==> src/rtl/uart_rf_pkg.sv <==
`default_nettype none
package uart_rf_pkg;
   // beat opcodes
   localparam logic [2:0] OP_READ   = 3'd0;
   localparam logic [2:0] OP_WRITE  = 3'd1;
   localparam logic [2:0] OP_RXCHAR = 3'd2;
   localparam logic [2:0] OP_TXRDY  = 3'd3;
   localparam logic [2:0] OP_MODEM  = 3'd4;
   // register offsets
   localparam logic [2:0] REG_DATA = 3'd0;
   localparam logic [2:0] REG_IER  = 3'd1;
   localparam logic [2:0] REG_IIR  = 3'd2;
   localparam logic [2:0] REG_LCR  = 3'd3;
   localparam logic [2:0] REG_MCR  = 3'd4;
   localparam logic [2:0] REG_LSR  = 3'd5;
   localparam logic [2:0] REG_MSR  = 3'd6;
   localparam logic [2:0] REG_SCR  = 3'd7;
   // interrupt identities
   localparam logic [3:0] IID_LINE  = 4'h6;
   localparam logic [3:0] IID_RX    = 4'h4;
   localparam logic [3:0] IID_THRE  = 4'h2;
   localparam logic [3:0] IID_MODEM = 4'h0;
   localparam logic [3:0] IID_NONE  = 4'h1;

   function automatic logic [4:0] trig_level(input logic [1:0] sel);
      case (sel)
         2'd0: trig_level = 5'd1;
         2'd1: trig_level = 5'd4;
         2'd2: trig_level = 5'd8;
         default: trig_level = 5'd14;
      endcase
   endfunction
endpackage
`default_nettype wire

==> src/rtl/uart_rf_fifo_mem.sv <==
`default_nettype none
// simple dual port memory, registered read
module uart_rf_fifo_mem #(
   parameter int WIDTH = 8,
   parameter int DEPTH = 16
) (
   input  wire logic                     clock,
   input  wire logic                     wr_en,
   input  wire logic [$clog2(DEPTH)-1:0] wr_addr,
   input  wire logic [WIDTH-1:0]         wr_data,
   input  wire logic [$clog2(DEPTH)-1:0] rd_addr,
   output logic [WIDTH-1:0]              rd_data
);
   logic [WIDTH-1:0] mem [DEPTH];

   always_ff @(posedge clock) begin
      if (wr_en) begin
         mem[wr_addr] <= wr_data;
      end
      rd_data <= mem[rd_addr];
   end
endmodule
`default_nettype wire

==> src/rtl/uart_register_file_with_fifos_top.sv <==
`default_nettype none
// Channel | Dir | tdata fields (low bit up)
// req     | in  | opcode, reg_addr, write_data, rx_byte, rx_error, modem_in
// rsp     | out | read_data, tx_valid, tx_byte, irq, divisor, line_format, modem_out
// The FIFO memories are read as the beat is accepted (head entry prefetched);
// the result is then formed and the state written once the output register is
// free. A new beat is taken only after the previous one has finished.
// Reset is synchronous and clears all control state; FIFO contents are left.
// The result sits in an output register; a new beat is taken while it waits,
// but the next result waits for rsp_tready.
module uart_register_file_with_fifos_top
   import uart_rf_pkg::*;
#(
   parameter int FIFO_DEPTH = 16
) (
   input  wire logic        clock,
   input  wire logic        reset,
   input  wire logic        req_tvalid,
   output logic             req_tready,
   // opcode[2:0] reg_addr[5:3] write_data[13:6] rx_byte[21:14] rx_error[24:22]
   // modem_in[28:25]
   input  wire logic [31:0] req_tdata,
   output logic             rsp_tvalid,
   input  wire logic        rsp_tready,
   // read_data[7:0] tx_valid[8] tx_byte[16:9] irq[17] divisor[33:18]
   // line_format[40:34] modem_out[44:41]
   output logic [47:0]      rsp_tdata
);
   localparam int AW = (FIFO_DEPTH > 1) ? $clog2(FIFO_DEPTH) : 1;
   localparam int CW = $clog2(FIFO_DEPTH + 1);
   localparam int TW = (CW > 5) ? CW : 5;
   localparam int MD = 1 << AW;

   // state
   logic [AW-1:0] rx_head_ff, tx_head_ff;
   logic [CW-1:0] rx_fill_ff, rx_bad_ff, tx_fill_ff;
   logic [3:0]    ier_ff, mcr_ff, sticky_ff;
   logic [7:0]    lcr_ff, dll_ff, dlm_ff, msr_ff, scr_ff;
   logic          fifo_on_ff, thre_ack_ff, busy_ff;
   logic [1:0]    trig_ff;
   logic          busy_stage_ff;
   logic [28:0]   beat_ff;
   logic          out_v_ff;
   logic [44:0]   out_ff;

   logic [8:0] rx_rd;
   logic [7:0] tx_rd;
   logic       rx_we, tx_we;
   logic [AW-1:0] rx_wa, tx_wa;
   logic [8:0] rx_wd;

   uart_rf_fifo_mem #(.WIDTH(9), .DEPTH(MD)) u_rx (
      .clock(clock), .wr_en(rx_we), .wr_addr(rx_wa), .wr_data(rx_wd),
      .rd_addr(rx_head_ff), .rd_data(rx_rd));
   uart_rf_fifo_mem #(.WIDTH(8), .DEPTH(MD)) u_tx (
      .clock(clock), .wr_en(tx_we), .wr_addr(tx_wa), .wr_data(beat_ff[13:6]),
      .rd_addr(tx_head_ff), .rd_data(tx_rd));

   // one beat in flight; output register must be free to finish
   assign req_tready = !busy_stage_ff;
   wire fin = busy_stage_ff && (!out_v_ff || rsp_tready);
   assign rsp_tvalid = out_v_ff;
   assign rsp_tdata = {3'b0, out_ff};

   wire [2:0] op = beat_ff[2:0];
   wire [2:0] ad = beat_ff[5:3];
   wire [7:0] wd = beat_ff[13:6];
   wire [7:0] rb = beat_ff[21:14];
   wire [2:0] re = beat_ff[24:22];
   wire [3:0] mi = beat_ff[28:25];

   function automatic logic [3:0] iid(input logic [3:0] ie, input logic [3:0] st,
      input logic rxd, input logic txe, input logic ack, input logic [3:0] dm);
      if (ie[2] && st != 4'd0) iid = IID_LINE;
      else if (ie[0] && rxd) iid = IID_RX;
      else if (ie[1] && txe && !ack) iid = IID_THRE;
      else if (ie[3] && dm != 4'd0) iid = IID_MODEM;
      else iid = IID_NONE;
   endfunction

   // ring position h + n, wrapped at FIFO_DEPTH
   function automatic logic [AW-1:0] wrap_add(input logic [AW-1:0] h,
      input logic [CW-1:0] n);
      logic [CW:0] s;
      s = (CW+1)'(h) + (CW+1)'(n);
      if (s >= (CW+1)'(FIFO_DEPTH)) s = s - (CW+1)'(FIFO_DEPTH);
      wrap_add = AW'(s);
   endfunction

   logic [AW-1:0] rx_head_in, tx_head_in;
   logic [CW-1:0] rx_fill_in, rx_bad_in, tx_fill_in, cap, trig_cap;
   logic [3:0]    ier_in, mcr_in, sticky_in, id_now, id_new;
   logic [7:0]    lcr_in, dll_in, dlm_in, msr_in, scr_in, rd, txb;
   logic          fifo_on_in, thre_ack_in, busy_in, txv, dlab, rx_due_now, rx_due_new;
   logic [1:0]    trig_in;
   logic [3:0]    chg, dd;

   function automatic logic [CW-1:0] trc(input logic [1:0] s, input logic on,
      input logic [CW-1:0] c);
      logic [TW-1:0] t;
      t = TW'(trig_level(s));
      if (!on) trc = CW'(1);
      else if (t > TW'(c)) trc = c;
      else trc = CW'(t);
   endfunction

   always_comb begin
      rx_head_in = rx_head_ff; tx_head_in = tx_head_ff;
      rx_fill_in = rx_fill_ff; rx_bad_in = rx_bad_ff; tx_fill_in = tx_fill_ff;
      ier_in = ier_ff; mcr_in = mcr_ff; sticky_in = sticky_ff;
      lcr_in = lcr_ff; dll_in = dll_ff; dlm_in = dlm_ff; msr_in = msr_ff;
      scr_in = scr_ff; fifo_on_in = fifo_on_ff; thre_ack_in = thre_ack_ff;
      busy_in = busy_ff; trig_in = trig_ff;
      rd = 8'd0; txv = 1'b0; txb = 8'd0;
      rx_we = 1'b0; tx_we = 1'b0; rx_wd = {|re, rb};
      rx_wa = wrap_add(rx_head_ff, rx_fill_ff); tx_wa = wrap_add(tx_head_ff, tx_fill_ff);
      chg = 4'd0; dd = 4'd0;
      dlab = lcr_ff[7];
      cap = fifo_on_ff ? CW'(FIFO_DEPTH) : CW'(1);
      trig_cap = trc(trig_ff, fifo_on_ff, cap);
      rx_due_now = fifo_on_ff ? (rx_fill_ff >= trig_cap) : (rx_fill_ff != 0);
      id_now = iid(ier_ff, sticky_ff, rx_due_now, tx_fill_ff == 0, thre_ack_ff,
                   msr_ff[3:0]);
      case (op)
         OP_READ: begin
            case (ad)
               REG_DATA: begin
                  if (dlab) rd = dll_ff;
                  else if (rx_fill_ff != 0) begin
                     rd = rx_rd[7:0];
                     if (rx_rd[8] && rx_bad_ff != 0) rx_bad_in = rx_bad_ff - 1'b1;
                     rx_head_in = wrap_add(rx_head_ff, CW'(1));
                     rx_fill_in = rx_fill_ff - 1'b1;
                  end
               end
               REG_IER: rd = dlab ? dlm_ff : {4'd0, ier_ff};
               REG_IIR: begin
                  if (id_now == IID_THRE) thre_ack_in = 1'b1;
                  rd = {fifo_on_ff, fifo_on_ff, 2'b00, id_now};
               end
               REG_LCR: rd = lcr_ff;
               REG_MCR: rd = {4'd0, mcr_ff};
               REG_LSR: begin
                  rd = {fifo_on_ff && rx_bad_ff != 0, tx_fill_ff == 0 && !busy_ff,
                        tx_fill_ff == 0, sticky_ff, rx_fill_ff != 0};
                  sticky_in = 4'd0;
               end
               REG_MSR: begin
                  rd = msr_ff;
                  msr_in = {msr_ff[7:4], 4'd0};
               end
               default: rd = scr_ff;
            endcase
         end
         OP_WRITE: begin
            case (ad)
               REG_DATA: begin
                  if (dlab) dll_in = wd;
                  else begin
                     if (tx_fill_ff < cap) begin
                        tx_we = 1'b1;
                        tx_fill_in = tx_fill_ff + 1'b1;
                     end
                     thre_ack_in = 1'b0;
                  end
               end
               REG_IER: begin
                  if (dlab) dlm_in = wd;
                  else begin
                     ier_in = wd[3:0];
                     thre_ack_in = 1'b0;
                  end
               end
               REG_IIR: begin
                  fifo_on_in = wd[0];
                  if ((fifo_on_ff != wd[0]) || (wd[0] && wd[1])) begin
                     rx_head_in = '0; rx_fill_in = '0; rx_bad_in = '0;
                  end
                  if ((fifo_on_ff != wd[0]) || (wd[0] && wd[2])) begin
                     tx_head_in = '0; tx_fill_in = '0; thre_ack_in = 1'b0;
                  end
                  if (wd[0]) trig_in = wd[7:6];
               end
               REG_LCR: lcr_in = wd;
               REG_MCR: mcr_in = wd[3:0];
               REG_SCR: scr_in = wd;
               default: ;
            endcase
         end
         OP_RXCHAR: begin
            sticky_in = sticky_ff | {re, 1'b0};
            if (rx_fill_ff < cap) begin
               rx_we = 1'b1;
               rx_fill_in = rx_fill_ff + 1'b1;
               if (re != 3'd0) rx_bad_in = rx_bad_ff + 1'b1;
            end else begin
               sticky_in[0] = 1'b1;
               if (!fifo_on_ff) begin
                  rx_we = 1'b1;
                  rx_wa = rx_head_ff;
                  rx_bad_in = rx_bad_ff;
                  if (rx_rd[8] && rx_bad_ff != 0) rx_bad_in = rx_bad_ff - 1'b1;
                  if (re != 3'd0) rx_bad_in = rx_bad_in + 1'b1;
               end
            end
         end
         OP_TXRDY: begin
            if (tx_fill_ff != 0) begin
               txb = tx_rd; txv = 1'b1; busy_in = 1'b1;
               tx_head_in = wrap_add(tx_head_ff, CW'(1));
               tx_fill_in = tx_fill_ff - 1'b1;
            end else busy_in = 1'b0;
         end
         OP_MODEM: begin
            chg = msr_ff[7:4] ^ mi;
            dd = msr_ff[3:0] | {chg[3], msr_ff[6] & ~mi[2], chg[1], chg[0]};
            msr_in = {mi, dd};
         end
         default: ;
      endcase
      rx_due_new = fifo_on_in ? (rx_fill_in >= trc(trig_in, fifo_on_in,
                   CW'(FIFO_DEPTH))) : (rx_fill_in != 0);
      id_new = iid(ier_in, sticky_in, rx_due_new, tx_fill_in == 0, thre_ack_in,
                   msr_in[3:0]);
   end

   always_ff @(posedge clock) begin
      if (reset) begin
         rx_head_ff <= '0; tx_head_ff <= '0; rx_fill_ff <= '0; rx_bad_ff <= '0;
         tx_fill_ff <= '0; ier_ff <= '0; mcr_ff <= '0; sticky_ff <= '0;
         lcr_ff <= '0; dll_ff <= '0; dlm_ff <= '0; msr_ff <= '0; scr_ff <= '0;
         fifo_on_ff <= 1'b0; thre_ack_ff <= 1'b0; busy_ff <= 1'b0; trig_ff <= '0;
         busy_stage_ff <= 1'b0; out_v_ff <= 1'b0;
      end else begin
         if (req_tvalid && req_tready) begin
            busy_stage_ff <= 1'b1;
            beat_ff <= req_tdata[28:0];
         end
         // output register: load on finish, else free on handshake
         if (fin) out_v_ff <= 1'b1;
         else if (rsp_tready) out_v_ff <= 1'b0;
         if (fin) begin
            busy_stage_ff <= 1'b0;
            out_ff <= {mcr_in, lcr_in[6:0], dlm_in, dll_in,
                       (id_new != IID_NONE) && mcr_in[3], txb, txv, rd};
            rx_head_ff <= rx_head_in; tx_head_ff <= tx_head_in;
            rx_fill_ff <= rx_fill_in; rx_bad_ff <= rx_bad_in; tx_fill_ff <= tx_fill_in;
            ier_ff <= ier_in; mcr_ff <= mcr_in; sticky_ff <= sticky_in;
            lcr_ff <= lcr_in; dll_ff <= dll_in; dlm_ff <= dlm_in; msr_ff <= msr_in;
            scr_ff <= scr_in; fifo_on_ff <= fifo_on_in; thre_ack_ff <= thre_ack_in;
            busy_ff <= busy_in; trig_ff <= trig_in;
         end
      end
   end
endmodule
`default_nettype wire

==> config.mk <==
export PLATFORM = sky130hd
export DESIGN_NAME = uart_register_file_with_fifos_top
export DESIGN_NICKNAME = d
export VERILOG_FILES = /design/src/rtl/uart_rf_pkg.sv /design/src/rtl/uart_rf_fifo_mem.sv /design/src/rtl/uart_register_file_with_fifos_top.sv
export SDC_FILE = /design/constraint.sdc
export NUM_CORES = 1
export LEC_CHECK = 0
export BUFFER_PORTS_ARGS = -buffer_cell sky130_fd_sc_hd__buf_2
export CORE_UTILIZATION = 59
export CTS_BUF_LIST = sky130_fd_sc_hd__clkbuf_4
export CTS_CLUSTER_DIAMETER = 50
export DETAILED_ROUTE_END_ITERATION = 12
export PLACE_DENSITY_LB_ADDON = 0.05
export SKIP_CTS_REPAIR_TIMING = 1
export SLEW_MARGIN = 20
export SYNTH_ARGS = -nofsm -noshare
export SYNTH_HDL_FRONTEND = slang
export SYNTH_HIERARCHICAL = 1
export SYNTH_SLANG_ARGS = --single-unit
==> constraint.sdc <==
create_clock -name clock -period 8.16 [get_ports clock]
set_input_delay 0.816 -clock clock [delete_from_list [all_inputs] [get_ports clock]]
set_output_delay 0.816 -clock clock [all_outputs]
set_load 0.005 [all_outputs]
Yosys cells after proc, flatten, opt, wreduce, memory -nomap -nowiden
Memory sizes are Yosys's and may differ from the RTL's. A register that Yosys moved wholly into a read port is not among the register bits.
Cells that the tools add are included.
- register bits: 156
- bits in writable memories: 272
- output and inout port bits: 50
- logic and storage cells: 253
- memories: 2
- add/subtract/negate cells: 15
- magnitude comparators: 10
- eq/ne operators: 27
- muxes and demuxes: 108
- bitwise operators: 7
- reduce and logical (&&, ||, !) cells: 58
- memories (memory ; depth ; width ; read ports ; clocked after memory_dff ; write ports ; line ; text):
    u_rx.mem ; 16 ; 9 ; 1 ; 1 ; 1 ; uart_rf_fifo_mem.sv:14 ; logic [WIDTH-1:0] mem [DEPTH];
    u_tx.mem ; 16 ; 8 ; 1 ; 1 ; 1 ; uart_rf_fifo_mem.sv:14 ;
- operators by type and width (operator ; number):
    5-bit two-way mux ; 28
    4-bit two-way mux ; 22
    8-bit two-way mux ; 9
    8-bit case mux with 7 select lines ; 1
    5-bit case mux with 3 select lines ; 2
    1-bit two-way mux ; 25
    4-bit case mux with 2 select lines ; 3
    4-bit case mux with 3 select lines ; 2
    5-bit by 1-bit adder with 5-bit output (second input constant) ; 4
    5-bit case mux with 2 select lines ; 2
    5-bit nonzero test ; 4
    1-bit logical AND ; 18
    8-bit case mux with 2 select lines ; 1
    4-bit nonzero test ; 4
    4-bit by 1-bit subtractor with 4-bit output (second input constant) ; 4
    3-bit equality test (second input constant) ; 5
    5-bit by 1-bit subtractor with 5-bit output (second input constant) ; 3
    7-bit two-way mux ; 2
    2-bit inequality test (second input constant) ; 7
    4-bit by 5-bit adder with 6-bit output ; 2
    3-bit by 2-bit equality test with 1-bit output (second input constant) ; 4
    6-bit by 5-bit greater-or-equal comparator with 1-bit output (second input constant) ; 2
    3-bit two-way mux ; 4
    4-bit by 1-bit adder with 5-bit output (second input constant) ; 2
    other kinds (32) ; 65

Depth between registers and ports, before layout
Gate-level depths: netlist (run 1).
- depth in word-level cells: 21
- gate-level depth with buffers: 17
- mapped depth without buffers: 15

Cells and area by module
Netlist (run 1), hierarchy kept.
- by module, submodules not included (module ; instances ; cells each ; area each (µm²) ; seq. area each (µm²)):
    uart_register_file_with_fifos_top ; 1 ; 883 ; 8351.8 ; 3863.7
    uart_rf_fifo_mem at u_rx ; 1 ; 254 ; 5780.5 ; 4504.3
    uart_rf_fifo_mem at u_tx ; 1 ; 229 ; 5147.4 ; 4003.8

Least setup slack after synthesis (run 1)
Ideal clock, no wire load.
- path type: in2reg
- start: input reset
- end: register beat_ff[0], enable pin
- library setup time: 458 ps
- arrival: 3255 ps
- slack: 4447 ps
- stages: 3
- path buffers: 2
- path through: clkbuf_8 > buf_6 > nor3b_1
- word-level cells in the longest chain between the ends: 2
- ends and longest elaborated chain (element ; line ; text):
    start: declaration ; uart_register_file_with_fifos_top.sv:17 ; input wire logic reset,
    1-bit inverter (no source line) ; n/a ;
    2-bit AND reduction (no source line) ; n/a ;
    end signal: assignment ; uart_register_file_with_fifos_top.sv:237 ; beat_ff <= req_tdata[28:0];
    end: declaration ; uart_register_file_with_fifos_top.sv:42 ; logic [28:0] beat_ff;
Every way passes these cells.
A chain may end at the register's enable or synchronous reset.

Worst setup path after layout (run 1)
- start: register fifo_on_ff
- end: memory u_rx.mem[7][3], enable pin
- elaborated cells between the ends (all ways): 10
- RTL lines (element ; line ; text):
    start: declaration ; uart_register_file_with_fifos_top.sv:39 ; logic fifo_on_ff, thre_ack_ff, busy_ff;
    start signal: assignment ; uart_register_file_with_fifos_top.sv:250 ; scr_ff <= scr_in; fifo_on_ff <= fifo_on_in; thre_ack_ff <= thre_ack_in;
    5-bit two-way mux ; uart_register_file_with_fifos_top.sv:119 ; cap = fifo_on_ff ? CW'(FIFO_DEPTH) : CW'(1);
    5-bit < comparator ; uart_register_file_with_fifos_top.sv:192 ; if (rx_fill_ff < cap) begin
    4-bit two-way mux * ; uart_register_file_with_fifos_top.sv:192 ;
    4-bit two-way mux * ; uart_register_file_with_fifos_top.sv:124 ; case (op)
    net rx_wa[1] ; uart_register_file_with_fifos_top.sv:49 ; logic [AW-1:0] rx_wa, tx_wa;
    end: declaration ; uart_rf_fifo_mem.sv:14 ;
Mark *: on every way through the listed nets, which the timed path passes. The rest lies on a longest branch.

==> results of run 1 <==
per-stage QoR:
| stage | std cells | area [µm²] | hold WS, ps | power [mW] | util (%) |
|---|---|---|---|---|---|
| CTS | 2033 | 21400 | 121 | 4.57 | 67.0 |
| global route | 2034 | 21400 | 143 | 4.72 | 67.0 |
| global placement | 1833 | 19900 | 435 | 2.75 | 62.5 |
| floorplan | 1368 | 19300 | 429 | 2.68 | - |
| detailed placement | 1833 | 19900 | 442 | 2.75 | 62.5 |
| finish | 2034 | 21400 | 196 | 4.52 | 67.0 |
power by group:
| group | internal [mW] | total (mW) | switching, mW | leakage (nW) |
|---|---|---|---|---|
| clock | 0.955 | 1.82 | 0.863 | 0.856 |
| sequential | 2.46 | 2.49 | 0.0332 | 3.97 |
| combinational | 0.0737 | 0.215 | 0.141 | 2.61 |
| total | 3.49 | 4.52 | 1.04 | 7.44 |
logic make-up (layout without fill, tap and decap cells):
| group | Yosys count | count (layout) | synth area share (%) |
|---|---|---|---|
| adders and majority gates | 28 | 28 | 1.89 |
| DFF | 445 | 445 | 64.2 |
| other | 2 | 5 | 0.0390 |
| buffers and inverters | 99 | 329 | 3.12 |
| AOI/OAI and AO/OA | 251 | 251 | 8.55 |
| muxes | 115 | 115 | 11.1 |
| and+or+nand+nor | 409 | 409 | 10.3 |
| xor gates and xnor gates | 17 | 17 | 0.772 |
final cells by class:
| class | instances | area [µm²] | area share [%] |
|---|---|---|---|
| diodes | 1 | 2.50 | 0.0117 |
| well taps | 435 | 544 | 2.55 |
| inverters | 24 | 90.1 | 0.422 |
| clock buffers | 164 | 1230 | 5.77 |
| multi-input cells | 824 | 6330 | 29.7 |
| repair buffers | 105 | 591 | 2.77 |
| clock inverters | 36 | 190 | 0.891 |
| flip-flops and latches | 445 | 12400 | 57.9 |
how the worst max path moves through the flow:
stage                           to  slack [ps]  startpoint  cells after the start
global placement    u_rx/mem[1][3]        3840  fifo_on_ff                      9
floorplan               beat_ff[0]        4450       reset                      3
detailed placement  u_rx/mem[2][3]        3830  fifo_on_ff                      9
global route        u_rx/mem[3][3]        3530  fifo_on_ff                      8
finish              u_rx/mem[7][3]        3730  fifo_on_ff                      8
CTS                 u_rx/mem[7][3]        3780  fifo_on_ff                      8
synth_stat cells, drive strengths merged (7+ instances only):
| master | n | area (µm²) |
|---|---|---|
| a211oi | 13 | 110 |
| and2 | 17 | 106 |
| buf | 29 | 226 |
| a31oi | 11 | 68.8 |
| nand3 | 27 | 135 |
| nand2 | 152 | 573 |
| edfxtp | 346 | 10400 |
| mux4 | 68 | 1640 |
| xnor2 | 9 | 78.8 |
| mux2i | 16 | 160 |
| inv | 24 | 90.1 |
| a22oi | 38 | 285 |
| mux2 | 31 | 349 |
| nor4 | 7 | 65.1 |
| nor3 | 28 | 145 |
| xor2 | 8 | 70.1 |
| a21o | 7 | 52.6 |
| nor2 | 103 | 392 |
| ha | 26 | 325 |
| dfxtp | 99 | 1980 |
| or3 | 9 | 58.8 |
| nand2b | 13 | 81.3 |
| a21oi | 78 | 390 |
| clkbuf | 42 | 245 |
| o21ai | 46 | 230 |
critical path, cell delays in order, from the launching register on:
cell      delay (ps)
dfxtp_1          690
inv_1            310
ha_1             270
or4_4            430
o211ai_1         510
nor2_1           210
mux2i_1          590
nand2_1          240
nor2_1           760
flip-flops by register name, summed over array words and instances, names as in the netlist, 5 cells and up:
name / flops
u_rx/mem: 144
u_tx/mem: 128
out_ff: 45
beat_ff: 29
u_rx/rd_data: 9
dll_ff: 8
dlm_ff: 8
lcr_ff: 8
msr_ff: 8
scr_ff: 8
u_tx/rd_data: 8
rx_bad_ff: 5
rx_fill_ff: 5
tx_fill_ff: 5
per-layer routing:
layer / vias to the layer above / track usage, %
li1: 5640 / -
met1: 5818 / 35.4
met2: 432 / 42.0
met3: 58 / 5.10
met4: 0 / 8.93
met5: - / 0
==> impl_metrics.py, run 1 <==
metrics = {
    "timing": {
        "relSlewSlack_pct": 34.9,
        "setup_viol": 0,
        "period_share_pct": 54.2,
        "worstMarginPinSlew_ps": 976,
        "final_max_slew_viol_count": 0,
        "layout_min_cycle_time_ps": 4430,
        "finClkSkew_ps": 44.0,
        "rsz0062_at_grt": "false",
        "max_freq_mhz": 226,
        "hold_viol_final": 0,
        "setup-tns-final_ps": 0,
        "setup_ws_ps": 3730,
    },
    "clock_network": {
        "htree_levels": 3,
        "clock_path_buffers": 3,
        "cts-buffers-inserted": 109,
        "cts_tree": "built",
        "root_buffer": "clkbuf_4",
        "cts_sinks": 445,
        "clk-insertion-delay-late_ps": 790,
        "clk_pin_slew_ps": 80,
    },
    "drt": {
        "route.met3.wl_um": 2710,
        "drt_iter0_markers": 899,
        "m1WireLength_um": 18000,
        "highest_layer": "met4",
        "drc": 0,
        "drt-total-wl_um": 42000,
        "wl_met2_um": 20400,
        "firstDrtPassIters": 6,
        "vias": 11900,
        "wl_per_cell_um": 20.6,
        "drt.antenna.violating_nets": 0,
        "viasPerCell": 5.87,
    },
    "cells_and_area": {
        "layout_common_cells": "edfxtp_1, clkbuf_4, nand2_1, nor2_1, dfxtp_1",
        "layout-drive-gt1-share_pct": 24.2,
        "final_common_cell": "edfxtp_1",
        "final_nets": 1573,
        "syn_to_final_growth_pct": 10.8,
        "fillCellCount": 2357,
    },
    "placed_design": {
        "pre_cts_slack_ps": 3830,
        "place_congestion": 0.873,
        "port_buffers": 79,
        "dp_hpwl_um": 26800,
    },
    "global_route": {
        "grt_usage_pct": 25.9,
        "overflow": 0,
        "grt_pass1_vias": 11600,
        "grt_antenna_before_repair": 1,
        "grt_max_degree": 82,
        "grt_pass1_wl_um": 65200,
    },
    "worst_setup_path": {
        "crit_fanout": 16,
        "worstSetupStartpointType": "flip-flop",
        "critPathArrivalTime_ps": 4820,
        "r2r-end": "u_rx/mem[7][3]",
        "r2r_start": "fifo_on_ff",
        "criticalPathCategory": "reg2reg",
        "critPathRequiredTime_ps": 8560,
        "cp-end-kind": "flip-flop",
        "rr_worst_depth": 8,
        "r2r_slack_ps": 3730,
    },
    "synth": {
        "syn-cell-area_mm2": 0.0193,
        "synth-main-ff-cell": "edfxtp_1",
        "synthDistinctLibCells": 92,
        "synth-seq-cells": 445,
        "avgSynthCellArea_um2": 14.1,
        "async_flop_share_pct": 0,
        "yosysSeqAreaShare_pct": 64.2,
        "ys_warn_count": 6,
        "syn_inst": 1366,
        "synth-edff-count": 346,
    },
    "power": {
        "powerDensity_mw_per_mm2": 212,
        "leakage_nw": 7.44,
        "peakVddDrop_mv": 0.154,
    },
    "die": {
        "dieArea_mm2": 0.0334,
        "ios": 86,
        "die_w_um": 183,
        "die_h_um": 183,
        "coreArea_mm2": 0.0319,
        "initial_utilization_pct": 60.5,
        "rows": 65,
    },
    "worst_hold_path": {
        "min-delay-start": "req_tdata[7]",
        "hp-class": "in2reg",
        "worstHoldPathCells": 1,
        "hold_end": "beat_ff[7]",
    },
    "flow_run": {
        "drv_cap": 0,
    },
    "run_status": {
        "status": "finished clean",
    },
}
No activity file was read; power rests on OpenSTA's default activity.
==> inputs of run 2 (changes only) <==
--- a/config.mk
+++ b/config.mk
@@ -6,7 +6,7 @@
 export NUM_CORES = 1
 export LEC_CHECK = 0
 export BUFFER_PORTS_ARGS = -buffer_cell sky130_fd_sc_hd__buf_2
-export CORE_UTILIZATION = 59
+export CORE_UTILIZATION = 58
 export CTS_BUF_LIST = sky130_fd_sc_hd__clkbuf_4
 export CTS_CLUSTER_DIAMETER = 50
 export DETAILED_ROUTE_END_ITERATION = 12
==> constraint.sdc (replaced) <==
create_clock -name clock -period 3.6 [get_ports clock]
set_input_delay 0.36 -clock clock [delete_from_list [all_inputs] [get_ports clock]]
set_output_delay 0.36 -clock clock [all_outputs]
set_load 0.005 [all_outputs]
==> run 2 against run 1 <==
Against the previous run: critical path depth rose by 4; routed wire length rose by 5.1%; cell area rose by 3.5%; register-to-register slack got worse by 3400 ps; global-route usage rose by 0.73 points; via count rose by 4.2%; clock-buffer cell count fell by 4; fmax rose by 35%; worst setup slack got worse by 3400 ps; critical path type unchanged; power rose by 130%; worst hold slack improved by 53 ps; non-clock buffer count rose by 91.
==> impl_metrics.py, run 2 (synthesis results as in run 1) <==
metrics = {
    "cells_and_area": {
        "syn_to_final_growth_pct": 14.7,
        "final_nets": 1663,
        "register_area_mm2": 0.0124,
        "layout_common_cells": "edfxtp_1, clkbuf_4, nand2_1, nor2_1, dfxtp_1",
        "largest_reg_flops": 144,
        "reg_top3": "u_rx/mem (144), u_tx/mem (128), out_ff (45)",
        "final_common_cell": "edfxtp_1",
        "layout-drive-gt1-share_pct": 25.7,
        "fillCellCount": 2370,
        "largest_register": "u_rx/mem",
        "multi_input_area_mm2": 0.00633,
    },
    "power": {
        "power.switching_mw": 2.37,
        "powerDensity_mw_per_mm2": 465,
        "clkPwrFrac_pct": 39.7,
        "p_sw_share_pct": 23.1,
        "p_int_mw": 7.90,
        "leakage_nw": 7.85,
        "peakVddDrop_mv": 0.424,
        "p_comb_share_pct": 5.5,
        "pwr-share-seq_pct": 54.8,
    },
    "timing": {
        "final_max_slew_viol_count": 0,
        "rsz0062_at_grt": "false",
        "max_freq_mhz": 304,
        "whs_ps": 249,
        "hold_viol_final": 0,
        "relSlewSlack_pct": 42.2,
        "setup_viol": 0,
        "setup-tns-final_ps": 0,
        "layout_min_cycle_time_ps": 3290,
        "finClkSkew_ps": 50.4,
        "period_share_pct": 91.3,
        "worstMarginPinSlew_ps": 861,
    },
    "worst_setup_path": {
        "criticalPathCategory": "reg2reg",
        "crit_start": "beat_ff[5]",
        "critical-path-max-stage-delay_ps": 470,
        "cp-end-kind": "flip-flop",
        "crit_chain": "or3_1 -> nor3_1 -> o2111ai_1 -> a221oi_2 -> inv_1 -> ha_1 -> a21oi_1 -> nor2b_1 -> o21ai_0 -> a211o_1 -> a41o_1 -> o311ai_1",
        "r2r_slack_ps": 310,
        "cpMaxStageDelayCell": "edfxtp_1",
        "worstSetupStartpointType": "flip-flop",
        "r2r_start": "beat_ff[5]",
        "cpLargestDelayFamily": "compound AO/OA/AOI/OAI gates",
        "critPathArrivalTime_ps": 3840,
        "critPathRequiredTime_ps": 4150,
        "timing.critical_path.buf_inv": 1,
        "crit_fanout": 5,
    },
    "die": {
        "initial_utilization_pct": 59.1,
        "ios": 86,
        "die_w_um": 184,
        "rows": 66,
        "die_h_um": 184,
        "dieArea_mm2": 0.0340,
        "coreArea_mm2": 0.0326,
    },
    "placed_design": {
        "dp_hpwl_um": 29000,
        "port_buffers": 79,
        "place_congestion": 0.954,
    },
    "drt": {
        "firstDrtPassIters": 5,
        "drt-total-wl_um": 44100,
        "wl_per_cell_um": 20.7,
        "viasPerCell": 5.83,
        "drt.antenna.violating_nets": 0,
        "drt_iter0_markers": 960,
        "vias": 12500,
        "drc": 0,
    },
    "clock_network": {
        "htree_levels": 3,
        "root_buffer": "clkbuf_4",
        "clock_path_buffers": 3,
        "clk_pin_slew_ps": 70,
        "cts-buffers-inserted": 108,
        "cts_sinks": 445,
        "clk-insertion-delay-late_ps": 820,
        "cts_tree": "built",
    },
    "run_status": {
        "status": "finished clean",
    },
    "global_route": {
        "grt_max_degree": 63,
        "grt_usage_pct": 26.6,
        "grt_pass1_wl_um": 67000,
        "grt_pass1_vias": 12000,
        "grt_antenna_before_repair": 2,
        "overflow": 0,
    },
    "worst_hold_path": {
        "min-delay-start": "req_tdata[28]",
        "hp-class": "in2reg",
    },
    "flow_run": {
        "drv_cap": 0,
    },
}
## run 2: final cells by class
cell class	instances	area share, %
Sequential cell	445	56.0
Multi-Input combinational cell	824	28.6
Timing Repair Buffer	196	6.12
Clock buffer	160	5.43
Tap cell	442	2.50
Clock inverter	41	0.894
Inverter	24	0.408
Antenna cell	3	0.0340
## run 2: metal layers
metal	global-route usage (%)	vias to the layer above	share of wire (%)
met4	10.7	0	3.0
li1	-	5812	-
met1	34.9	6118	42
met3	5.81	85	5.9
met2	43.4	436	49
met5	0	-	0
## run 2: metrics by stage
| step | worst slack (ps) | power, mW | std cells | area (µm²) | util (%) |
|---|---|---|---|---|---|
| after floorplan | 132 | 6.08 | 1368 | 19300 | - |
| after global placement | 388 | 6.27 | 1899 | 20400 | 62.5 |
| after detailed placement | 320 | 6.28 | 1899 | 20400 | 62.5 |
| after CTS | 302 | 10.3 | 2100 | 21800 | 66.8 |
| after global routing | 21.3 | 10.7 | 2135 | 22100 | 67.8 |
| final | 314 | 10.3 | 2135 | 22100 | 67.8 |
## run 2: power by group through the flow
stage | logic (mW) | clock network, mW | registers (mW)
after floorplan | 0.350 | 0 | 5.73
after global placement | 0.534 | 0 | 5.74
after detailed placement | 0.535 | 0 | 5.74
after CTS | 0.537 | 4.18 | 5.63
after global routing | 0.618 | 4.44 | 5.64
final | 0.569 | 4.08 | 5.63
## run 2: worst paths after layout
| check | cells after the start | endpoint |
|---|---|---|
| max | 12 | out_ff[17] |
| min | 2 | beat_ff[28] |
| min reg2reg | 2 | scr_ff[4] |
| max reg2reg | 12 | out_ff[17] |
